## config.mk

```make
export PLATFORM = sky130hd
export DESIGN_NAME = cau_div_stage
export DESIGN_NICKNAME = d
export VERILOG_FILES = /design/src/rtl/cau_pkg.sv /design/src/rtl/cau_div_stage.sv
export SDC_FILE = /design/constraint.sdc
export NUM_CORES = 1
export LEC_CHECK = 0
export BUFFER_PORTS_ARGS = -buffer_cell sky130_fd_sc_hd__buf_2
export CORE_AREA = 2 2 315 317
export CTS_BUF_LIST = sky130_fd_sc_hd__clkbuf_8
export CTS_CLUSTER_SIZE = 30
export DETAILED_ROUTE_END_ITERATION = 10
export DIE_AREA = 0 0 317 319
export GPL_ROUTABILITY_DRIVEN = 0
export GPL_TIMING_DRIVEN = 1
export PLACE_DENSITY_LB_ADDON = 0.3
export SYNTH_ARGS = -nofsm -noshare
export SYNTH_HDL_FRONTEND = slang
export SYNTH_SLANG_ARGS = --single-unit
```

## constraint.sdc

```tcl
create_clock -name clk -period 10.2 [get_ports clk]
set_input_delay 1.02 -clock clk [delete_from_list [all_inputs] [get_ports clk]]
set_output_delay 1.02 -clock clk [all_outputs]
set_load 0.1 [all_outputs]
```

## src/rtl/cau_pkg.sv

```systemverilog
// Types, codes and saturation helpers shared by the complex arithmetic unit.
`timescale 1ns / 1ps
package cau_pkg;

  localparam int DATA_W = 32;
  localparam int WIDE_W = 2 * DATA_W + 1;

  typedef enum logic [2:0] {
    OP_ADD  = 3'd0,
    OP_SUB  = 3'd1,
    OP_MUL  = 3'd2,
    OP_DIV  = 3'd3,
    OP_CONJ = 3'd4,
    OP_NEG  = 3'd5,
    OP_MAG  = 3'd6,
    OP_NONE = 3'd7
  } op_e;

  localparam logic [1:0] ST_OK  = 2'd0;
  localparam logic [1:0] ST_SAT = 2'd1;
  localparam logic [1:0] ST_DZ  = 2'd2;

  localparam logic signed [DATA_W-1:0] VAL_MAX = {1'b0, {(DATA_W - 1){1'b1}}};
  localparam logic signed [DATA_W-1:0] VAL_MIN = {1'b1, {(DATA_W - 1){1'b0}}};
  localparam logic [DATA_W:0] Q_HALF = {2'b01, {(DATA_W - 1){1'b0}}};

  typedef struct packed {
    logic [2:0]               operation;
    logic signed [DATA_W-1:0] a_re;
    logic signed [DATA_W-1:0] a_im;
    logic signed [DATA_W-1:0] b_re;
    logic signed [DATA_W-1:0] b_im;
  } req_t;

  typedef struct packed {
    logic signed [DATA_W-1:0] res_re;
    logic signed [DATA_W-1:0] res_im;
    logic [1:0]               status;
  } rsp_t;

  typedef struct packed {
    logic                     flag;
    logic signed [DATA_W-1:0] val;
  } sat_t;

  typedef struct packed {
    logic is_div;
    logic neg_re;
    logic neg_im;
    logic ovf_re;
    logic ovf_im;
    rsp_t res;
  } meta_t;

  function automatic logic signed [WIDE_W-1:0] ext(input logic signed [DATA_W-1:0] v);
    ext = {{(WIDE_W - DATA_W){v[DATA_W-1]}}, v};
  endfunction

  function automatic logic signed [WIDE_W-1:0] ext_prod(
      input logic signed [2*DATA_W-1:0] v);
    ext_prod = {v[2*DATA_W-1], v};
  endfunction

  function automatic sat_t sat_wide(input logic signed [WIDE_W-1:0] v);
    logic [WIDE_W-DATA_W:0] hi;
    sat_t s;
    hi = v[WIDE_W-1:DATA_W-1];
    if (hi == '0 || hi == '1) begin
      s.flag = 1'b0;
      s.val  = v[DATA_W-1:0];
    end else begin
      s.flag = 1'b1;
      s.val  = v[WIDE_W-1] ? VAL_MIN : VAL_MAX;
    end
    sat_wide = s;
  endfunction

  function automatic sat_t sat_quot(input logic [DATA_W:0] q, input logic neg,
                                    input logic ovf);
    sat_t s;
    s.flag = 1'b0;
    s.val  = q[DATA_W-1:0];
    if (ovf) begin
      s.flag = 1'b1;
      s.val  = neg ? VAL_MIN : VAL_MAX;
    end else if (neg) begin
      if (q > Q_HALF) begin
        s.flag = 1'b1;
        s.val  = VAL_MIN;
      end else begin
        s.val = -q[DATA_W-1:0];
      end
    end else if (q >= Q_HALF) begin
      s.flag = 1'b1;
      s.val  = VAL_MAX;
    end
    sat_quot = s;
  endfunction

endpackage

```

## src/rtl/cau_div_stage.sv

```systemverilog
// One restoring step of the two-lane quotient pipeline, with its stage register.
`timescale 1ns / 1ps
module cau_div_stage #(
  parameter int CW    = 98,
  parameter int DW    = 65,
  parameter int QW    = 33,
  parameter int SHIFT = 0
) (
  input  logic            clk,
  input  logic            rst,
  input  logic            en,
  input  logic            in_valid,
  input  cau_pkg::meta_t  in_meta,
  input  logic [DW-1:0]   in_d,
  input  logic [CW-1:0]   in_rem_re,
  input  logic [CW-1:0]   in_rem_im,
  input  logic [QW-1:0]   in_q_re,
  input  logic [QW-1:0]   in_q_im,
  output logic            out_valid,
  output cau_pkg::meta_t  out_meta,
  output logic [DW-1:0]   out_d,
  output logic [CW-1:0]   out_rem_re,
  output logic [CW-1:0]   out_rem_im,
  output logic [QW-1:0]   out_q_re,
  output logic [QW-1:0]   out_q_im
);

  logic [CW-1:0] dsh;
  logic          ge_re;
  logic          ge_im;
  logic [CW-1:0] rem_re_next;
  logic [CW-1:0] rem_im_next;
  logic [QW-1:0] q_re_next;
  logic [QW-1:0] q_im_next;

  always_comb begin
    dsh         = CW'(in_d) << SHIFT;
    ge_re       = in_rem_re >= dsh;
    ge_im       = in_rem_im >= dsh;
    rem_re_next = ge_re ? in_rem_re - dsh : in_rem_re;
    rem_im_next = ge_im ? in_rem_im - dsh : in_rem_im;
    q_re_next   = in_q_re | (QW'(ge_re) << SHIFT);
    q_im_next   = in_q_im | (QW'(ge_im) << SHIFT);
  end

  always_ff @(posedge clk) begin
    if (rst) begin
      out_valid <= 1'b0;
    end else if (en) begin
      out_valid <= in_valid;
    end
  end

  always_ff @(posedge clk) begin
    if (en) begin
      out_meta   <= in_meta;
      out_d      <= in_d;
      out_rem_re <= rem_re_next;
      out_rem_im <= rem_im_next;
      out_q_re   <= q_re_next;
      out_q_im   <= q_im_next;
    end
  end

endmodule

```

# --- Word-level counts from Yosys, hierarchy flattened ---
# Index checks and enable logic that the tools add are counted.
word_totals:
  regBits: 399
  input_bits: 402
  output_inout_bits: 399
  word_cells: 22
op_classes:
  addsub: 2
  order_cmp: 2
  n_mux: 2
  n_bitwise: 2
ops:
  columns: ["op", "count"]
  rows:
  - ["$ge 98x65->1", 2]
  - ["$mux 98", 2]
  - ["$sub 98x65->98", 2]
  - ["$or 33x1->33", 2]

# --- Logic depth before layout (Yosys ltp) ---
# Gate-level depths: netlist of run 1.
depth:
  depth_word: 2
  depth_mapped: 15
  ltp_nobuf: 13

# --- Worst setup path before layout of run 1 ---
# OpenSTA, ideal clock, no wires.
synth_timing:
  path_type: "input to register"
  from: "input in_d[10]"
  to: "register out_rem_im[63] (data pin)"
  setup_time_ps: 260
  arrival_time_ps: 3651
  required_time_ps: 9940
  path_slack_ps: 6288
  stages: 13
  n_path_buf: 1
  path_cell_list: "inv_1 > ha_1 > buf_2 > nand4_1 > nor3_1 > o21ai_1 > a2111oi_1 > o21ai_1 > o41ai_2 > a21oi_1 > o31ai_1 > xor2_1 > mux2_4"
synth_between:
  elab_chain_len: 2
  word_cells_on_any_way: 3
  classes_between: "add/sub (1); order compare (1); mux (1)"
synth_rtl:
  columns: ["element", "line_no", "source"]
  rows:
  - ["from (decl)", "cau_div_stage.sv:14", "input logic [DW-1:0] in_d,"]
  - ["$sub 98x65->98 / $ge 98x65->1 (equally long branches)", "cau_div_stage.sv:41, cau_div_stage.sv:39", null]
  - ["$mux 98 (*)", "cau_div_stage.sv:41", "rem_im_next = ge_im ? in_rem_im - dsh : in_rem_im;"]
  - ["net rem_im_next[63]", "cau_div_stage.sv:32", "logic [CW-1:0] rem_im_next;"]
  - ["to (signal assigned)", "cau_div_stage.sv:59", "out_rem_im <= rem_im_next;"]
  - ["to (decl)", "cau_div_stage.sv:23", "output logic [CW-1:0] out_rem_im,"]
# The timed path passes the listed nets; every way through them passes the cells marked *.
# A chain may end at the register's enable or synchronous reset.

# --- Worst setup path after layout of run 1 ---
layout_timing:
  from: "input in_d[19]"
  to: "register out_rem_im[8] (data pin)"
layout_between:
  elab_chain_len: 2
layout_rtl:
  columns: ["element", "line_no", "source"]
  rows:
  - ["$ge 98x65->1", "cau_div_stage.sv:39", "ge_im = in_rem_im >= dsh;"]
  - ["$mux 98", "cau_div_stage.sv:41", null]
  - ["net rem_im_next[8]", "cau_div_stage.sv:32", null]
# The timed path passes the listed nets, and every way through them passes these cells.

==> results of run 1 <==
[registers in the layout, summed over array words and instances (netlist names)]
register and cells:
out_q_re 33, out_d 65, out_rem_im 98, out_meta 71
out_q_im 33, out_rem_re 98, out_valid 1
[per-layer routing]
metal | vias to the layer above | GRT usage [%] | share of wire, %
met2 | 1099 | 33.95 | 47
met3 | 253 | 5.924 | 8.9
met4 | 42 | 9.403 | 4.6
met1 | 10304 | 24.62 | 39
li1 | 10112 | - | -
met5 | - | 0 | 0.26
[cells by family after synthesis]
family / share of synthesized area, %
AOI/OAI and AO/OA: 16.08
xor gates and xnor gates: 7.003
adders and majority gates: 7.014
buffers and inverters: 3.849
DFF: 50.38
muxes: 0.8530
and+or+nand+nor: 14.82
[through the flow]
| stage | utilization, % | worst slack [ns] | hold WS (ns) |
|---|---|---|---|
| 3_5_place_dp | 29.72 | 3.861 | 0.4942 |
| 3_3_place_gp | 29.72 | 4.026 | 0.4692 |
| 5_1_grt | 31.30 | 4.393 | 0.4028 |
| 6_report | 31.30 | 4.592 | 0.4773 |
| 2_1_floorplan | - | 6.288 | 0.9705 |
| 4_1_cts | 31.29 | 4.646 | 0.3672 |
[worst paths after layout]
| path | endpoint | depth (start not counted) | slack, ns | from |
|---|---|---|---|---|
| min reg2reg | out_valid | 2 | 0.50 | out_valid |
| min | out_valid | 2 | 0.48 | rst |
| max reg2reg | out_valid | 2 | 9.62 | out_valid |
| max | out_rem_im[8] | 12 | 4.59 | in_d[19] |
[cells in the final DEF (no fill, tap or decap), types with 15 or more instances in the layout]
master	count
nor2_1	193
o31ai_1	16
nand2_1	219
o21a_1	22
o21ai_0	160
edfxtp_1	398
or3_1	23
clkinv_1	18
xnor2_1	101
buf_4	15
nand4_1	61
inv_1	126
a21o_1	54
nor4_1	25
a21oi_1	239
buf_2	799
nand3_1	33
o21bai_1	28
xor2_1	89
ha_1	130
nand2b_1	27
a31oi_1	16
clkbuf_8	80
nor3_1	47
[cell type report]
cell class                      instances  area, um^2  area share, %
Multi-Input combinational cell       1684       10900          35.64
Clock buffer                           80        1101          3.601
Clock inverter                         64       429.2          1.403
Inverter                              105       394.1          1.289
Tap cell                             1287        1610          5.266
Sequential cell                       399       11970          39.15
Antenna cell                            4       10.01        0.03273
Timing Repair Buffer                  817        4167          13.62
[power by group through the flow]
stage | clock [mW] | combinational (mW) | sequential, mW
floorplan | 0 | 0.525 | 3.39
global route | 1.78 | 2.49 | 2.10
CTS | 1.71 | 2.40 | 2.08
global placement | 0 | 2.39 | 2.11
finish | 1.64 | 2.40 | 2.08
detailed placement | 0 | 2.39 | 2.11
==> impl_metrics.toml, run 1 <==
[global_route]
grt_max_degree = 139
antenna_found_initial = 39
track_usage_pct = 20.59
grt_pass1_vias = 21113
overflow = 0
grt_pass1_wl_um = 149400

[power_and_ir_drop]
internal_power_mw = 3.316
swShare_pct = 45.83
ir_drop_mv = 0.1244
powerDensity_nw_per_um2 = 200.2
total_power_mw = 6.121
p_switching_mw = 2.805
p_leak_nw = 12.70
p_comb_share_pct = 39.2
pwr-share-seq_pct = 34.0
p_clk_share_pct = 26.8

[clock_network]
clock_sinks = 399
cts_tree = "yes"
cts_max_path_buffers = 3
post_cts_buffers = 0
htreeDepth = 3
cts_root_buffer = "clkbuf_8"
clk_latency_ns = 0.69
cts_hold_buf = 0
numCtsBuffers = 80
cts_resized = 0
clkTransAtPathRegs_ns = 0.06

[sta]
timing.final.crit_share_pct = 54.98
rsz0062_at_grt = "false"
setup-violations-final = 0
drv_slew = 0
fin_worst_skew_ns = 0
fin_tns_setup_ns = 0
maxSlewHeadroom_pct = 27.47
hold_violations = 0
fmax_mhz = 178.3
period_needed_ns = 5.608
worstMarginPinSlew_ns = 1.079

[final_layout]
fill_cells = 10287
final_cells = 4440
drive_gt1_share_pct = 30.96
nNetsFinal = 3621
postLayoutCellArea_um2 = 30580
syn2layout_area_growth_pct = 28.70

[route]
drt-total-wl_um = 108900
post_drt_wl_per_cell_um = 24.53
detail-route-antenna-nets = 0
vias = 21810
drc = 0
drtIter0Drc = 1928
vias_per_cell = 4.912
first_pass_iters = 7

[setup_path]
cp.required_ns = 10.64
worstPathMaxFanout = 64
critPathKind = "in2reg"
slowest_delay_ns = 0.70
crit_slowest_cell = "nor4_1"
cp_num_buf_inv = 4
start_kind = "input pin"
cp.arrival_ns = 6.05
crit_family = "compound AO/OA/AOI/OAI gates"
endpoint_kind = "register"
crit_chain = "buf_2, inv_1, ha_1, nand4_1, nor4_1, o311ai_0, a21oi_1, o2bb2ai_1, o21ai_4, buf_4, buf_4, mux2_4"
path_common_cell = "buf_4"

[logic_synthesis]
seq_area_frac_synth_pct = 50.38
synth_common_cells = "edfxtp_1, a21oi_1, nand2_1"
syn-num-nets = 2819
yosys_warnings = 0
synth_top_area_cell = "edfxtp_1"
syn_inst = 2285
syn_area_um2 = 23760
synth_top_area_share_pct = 50.30
synthArstFlopShare_pct = 0
synth_enable_flop_cells = 398
synth_cell_types = 91
yosysMostFrequentCell = "edfxtp_1"
synth_ff_type = "edfxtp_1"
synthTopCellsByArea = "edfxtp_1, ha_1, a21oi_1, xnor2_1, nand2_1"
ys_seq_elements = 399
avgSynthCellArea_um2 = 10.40

[floorplanning]
initial_core_util_pct = 24.32
coreArea_um2 = 97700
dieArea_um2 = 101100
num_rows = 115
chipWidth_um = 317
die_h_um = 319
ios = 801

[placed_design]
placed_cell_area_um2 = 29040
dp_hpwl_um = 89700
numPortBuffers = 800
place_inst = 4292

[run_status]
status = "finished, final reports clean"

[worst_hold_path]
hold_path_class = "in2reg"

[flow_run]
cap_violations = 0
Note: power is estimated with default switching activity, not from simulation.
==> run 2, diff against run 1 <==
Clock period 10.2 ns to 4.9 ns, I/O delays scaled along.
==> impl_metrics.toml, run 2 (synthesis results as in run 1) <==
[run_status]
status = "finished, final reports clean"

[power_and_ir_drop]
p_switching_mw = 5.897
p_clk_share_pct = 27.9
swShare_pct = 44.87
ir_drop_mv = 0.2807
powerDensity_nw_per_um2 = 396.9
internal_power_mw = 7.245
p_comb_share_pct = 39.2
p_leak_nw = 13.80
pwr-share-seq_pct = 32.9

[floorplanning]
num_rows = 115
dieArea_um2 = 101100
coreArea_um2 = 97700
die_h_um = 319
chipWidth_um = 317
initial_core_util_pct = 24.32
ios = 801

[final_layout]
nNetsFinal = 3864
regArea_um2 = 11970
syn2layout_area_growth_pct = 39.33
mostFrequentLayoutCells = "buf_2, edfxtp_1, a21oi_1, nand2_1, dlygate4sd3_1"
final_core_util_pct = 33.89
postLayoutCellArea_um2 = 33110
multi_input_area_um2 = 10900
reg_top3 = "out_rem_im x98, out_rem_re x98, out_meta x71"
drive_gt1_share_pct = 29.56
final_cells = 4682
fill_cells = 10111
layout_commonest_cell = "buf_2"

[clock_network]
clkTransAtPathRegs_ns = 0.06
clock_sinks = 399
cts_root_buffer = "clkbuf_8"
htreeDepth = 3
cts_max_path_buffers = 3
cts_tree = "yes"
clk_latency_ns = 0.69
numCtsBuffers = 79

[route]
drc = 0
first_pass_iters = 5
drt-total-wl_um = 110900
vias = 22608
vias_per_cell = 4.829
drtIter0Drc = 1872
post_drt_wl_per_cell_um = 23.69
detail-route-antenna-nets = 0

[global_route]
antenna_found_initial = 20
overflow = 0
grt_pass1_wl_um = 154100
grt_max_degree = 110
grt_pass1_vias = 22524
track_usage_pct = 20.95

[sta]
fmax_mhz = 217.8
timing.final.crit_share_pct = 93.68
worstMarginPinSlew_ns = 0.9983
setup-violations-final = 0
layout_setup_ws_ns = 0.3096
maxSlewHeadroom_pct = 32.88
rsz0062_at_grt = "false"
drv_slew = 0
period_needed_ns = 4.590
hold_violations = 0
fin_worst_skew_ns = 0
fin_tns_setup_ns = 0

[setup_path]
cp.arrival_ns = 5.03
crit_slowest_cell = "o31ai_1"
slowest_delay_ns = 0.66
start_kind = "input pin"
worstPathMaxFanout = 22
critPathKind = "in2reg"
crit_chain = "dlygate4sd3_1, buf_2, inv_1, ha_1, nand2_1, o21ai_1, a21boi_0, o31ai_1, a21oi_1, nor4b_4, buf_4, nor3b_2, nand3_1, a41oi_1, xor2_1"
cp.required_ns = 5.34
endpoint_kind = "register"

[placed_design]
placed_cell_area_um2 = 29300
dp_hpwl_um = 89350
dp_worst_setup_slack_ns = -0.02852
numPortBuffers = 800
place_inst = 4319

[worst_hold_path]
hold_path_class = "in2reg"

[flow_run]
cap_violations = 0
[run 2: cell types whose count changed in the layout (fill, tap and decap cells not counted), moves of 2 or more]
cell,delta
inv_1,-3
inv_12,+2
inv_8,+2
clkinv_1,+2
bufinv_16,+4
clkinv_8,-3
clkinv_2,-2
buf_12,+5
buf_4,+22
dlygate4sd3_1,+217
diode_2,-2
[run 2: path summary, 6_finish.rpt]
| check | slack (ns) | endpoint | cells after the start | startpoint |
|---|---|---|---|---|
| setup / recovery | 0.31 | out_rem_re[95] | 15 | in_d[52] |
| hold reg to reg | 1.06 | out_valid | 3 | out_valid |
| setup reg to reg | 3.74 | out_valid | 3 | out_valid |
| hold / removal | 0.08 | out_rem_re[4] | 3 | in_rem_re[4] |
[run 2: through the flow]
| step | total power [mW] | hold slack, ns |
|---|---|---|
| 3_3_place_gp | 9.388 | 0.4690 |
| 2_1_floorplan | 8.145 | 0.5624 |
| 4_1_cts | 13.28 | 0.0001275 |
| 5_1_grt | 13.64 | 0.05772 |
| 6_report | 13.14 | 0.08385 |
| 3_5_place_dp | 9.382 | 0.4921 |
[run 2: final cells by class]
| cell class | instances | share of cell area, % |
|---|---|---|
| inverter | 105 | 1.190 |
| multi-input combinational | 1684 | 32.91 |
| clock inverter | 64 | 1.587 |
| antenna | 2 | 0.01512 |
| clock buffer | 80 | 3.326 |
| sequential | 399 | 36.16 |
| timing repair buffer | 1061 | 19.95 |
| tap | 1287 | 4.864 |
[run 2: what timing repair did]
item | in CTS | in global routing
hold buffers | 217 | 0
resized for setup | 0 | 2
endpoints found under the setup margin | 0 | 4
setup buffers | 0 | 0
hold endpoints to repair | 216 | 0
[run 2: critical path, delay by kind of cell]
family | cells | cell delay (ns)
AOI/OAI and AO/OA | 5 | 1.85
xor gates and xnor gates | 1 | 0.12
and+or+nand+nor | 4 | 0.94
adders and majority gates | 1 | 0.48
buffers and inverters | 4 | 1.13
[run 2: per-layer routing]
| metal | part of all wire, % | routed length [um] | track usage, % |
|---|---|---|---|
| met5 | 0.10 | 116 | 0 |
| met4 | 3.8 | 4251 | 8.050 |
| met1 | 41 | 45040 | 25.28 |
| met2 | 48 | 53540 | 36.13 |
| met3 | 7.2 | 7946 | 4.474 |
[run 2: power by group through the flow]
stage / combinational (mW) / clock (mW) / sequential (mW)
2_1_floorplan: 1.09 / 0 / 7.05
3_3_place_gp: 4.99 / 0 / 4.40
3_5_place_dp: 4.99 / 0 / 4.39
4_1_cts: 5.15 / 3.80 / 4.33
5_1_grt: 5.36 / 3.92 / 4.36
6_report: 5.15 / 3.66 / 4.33
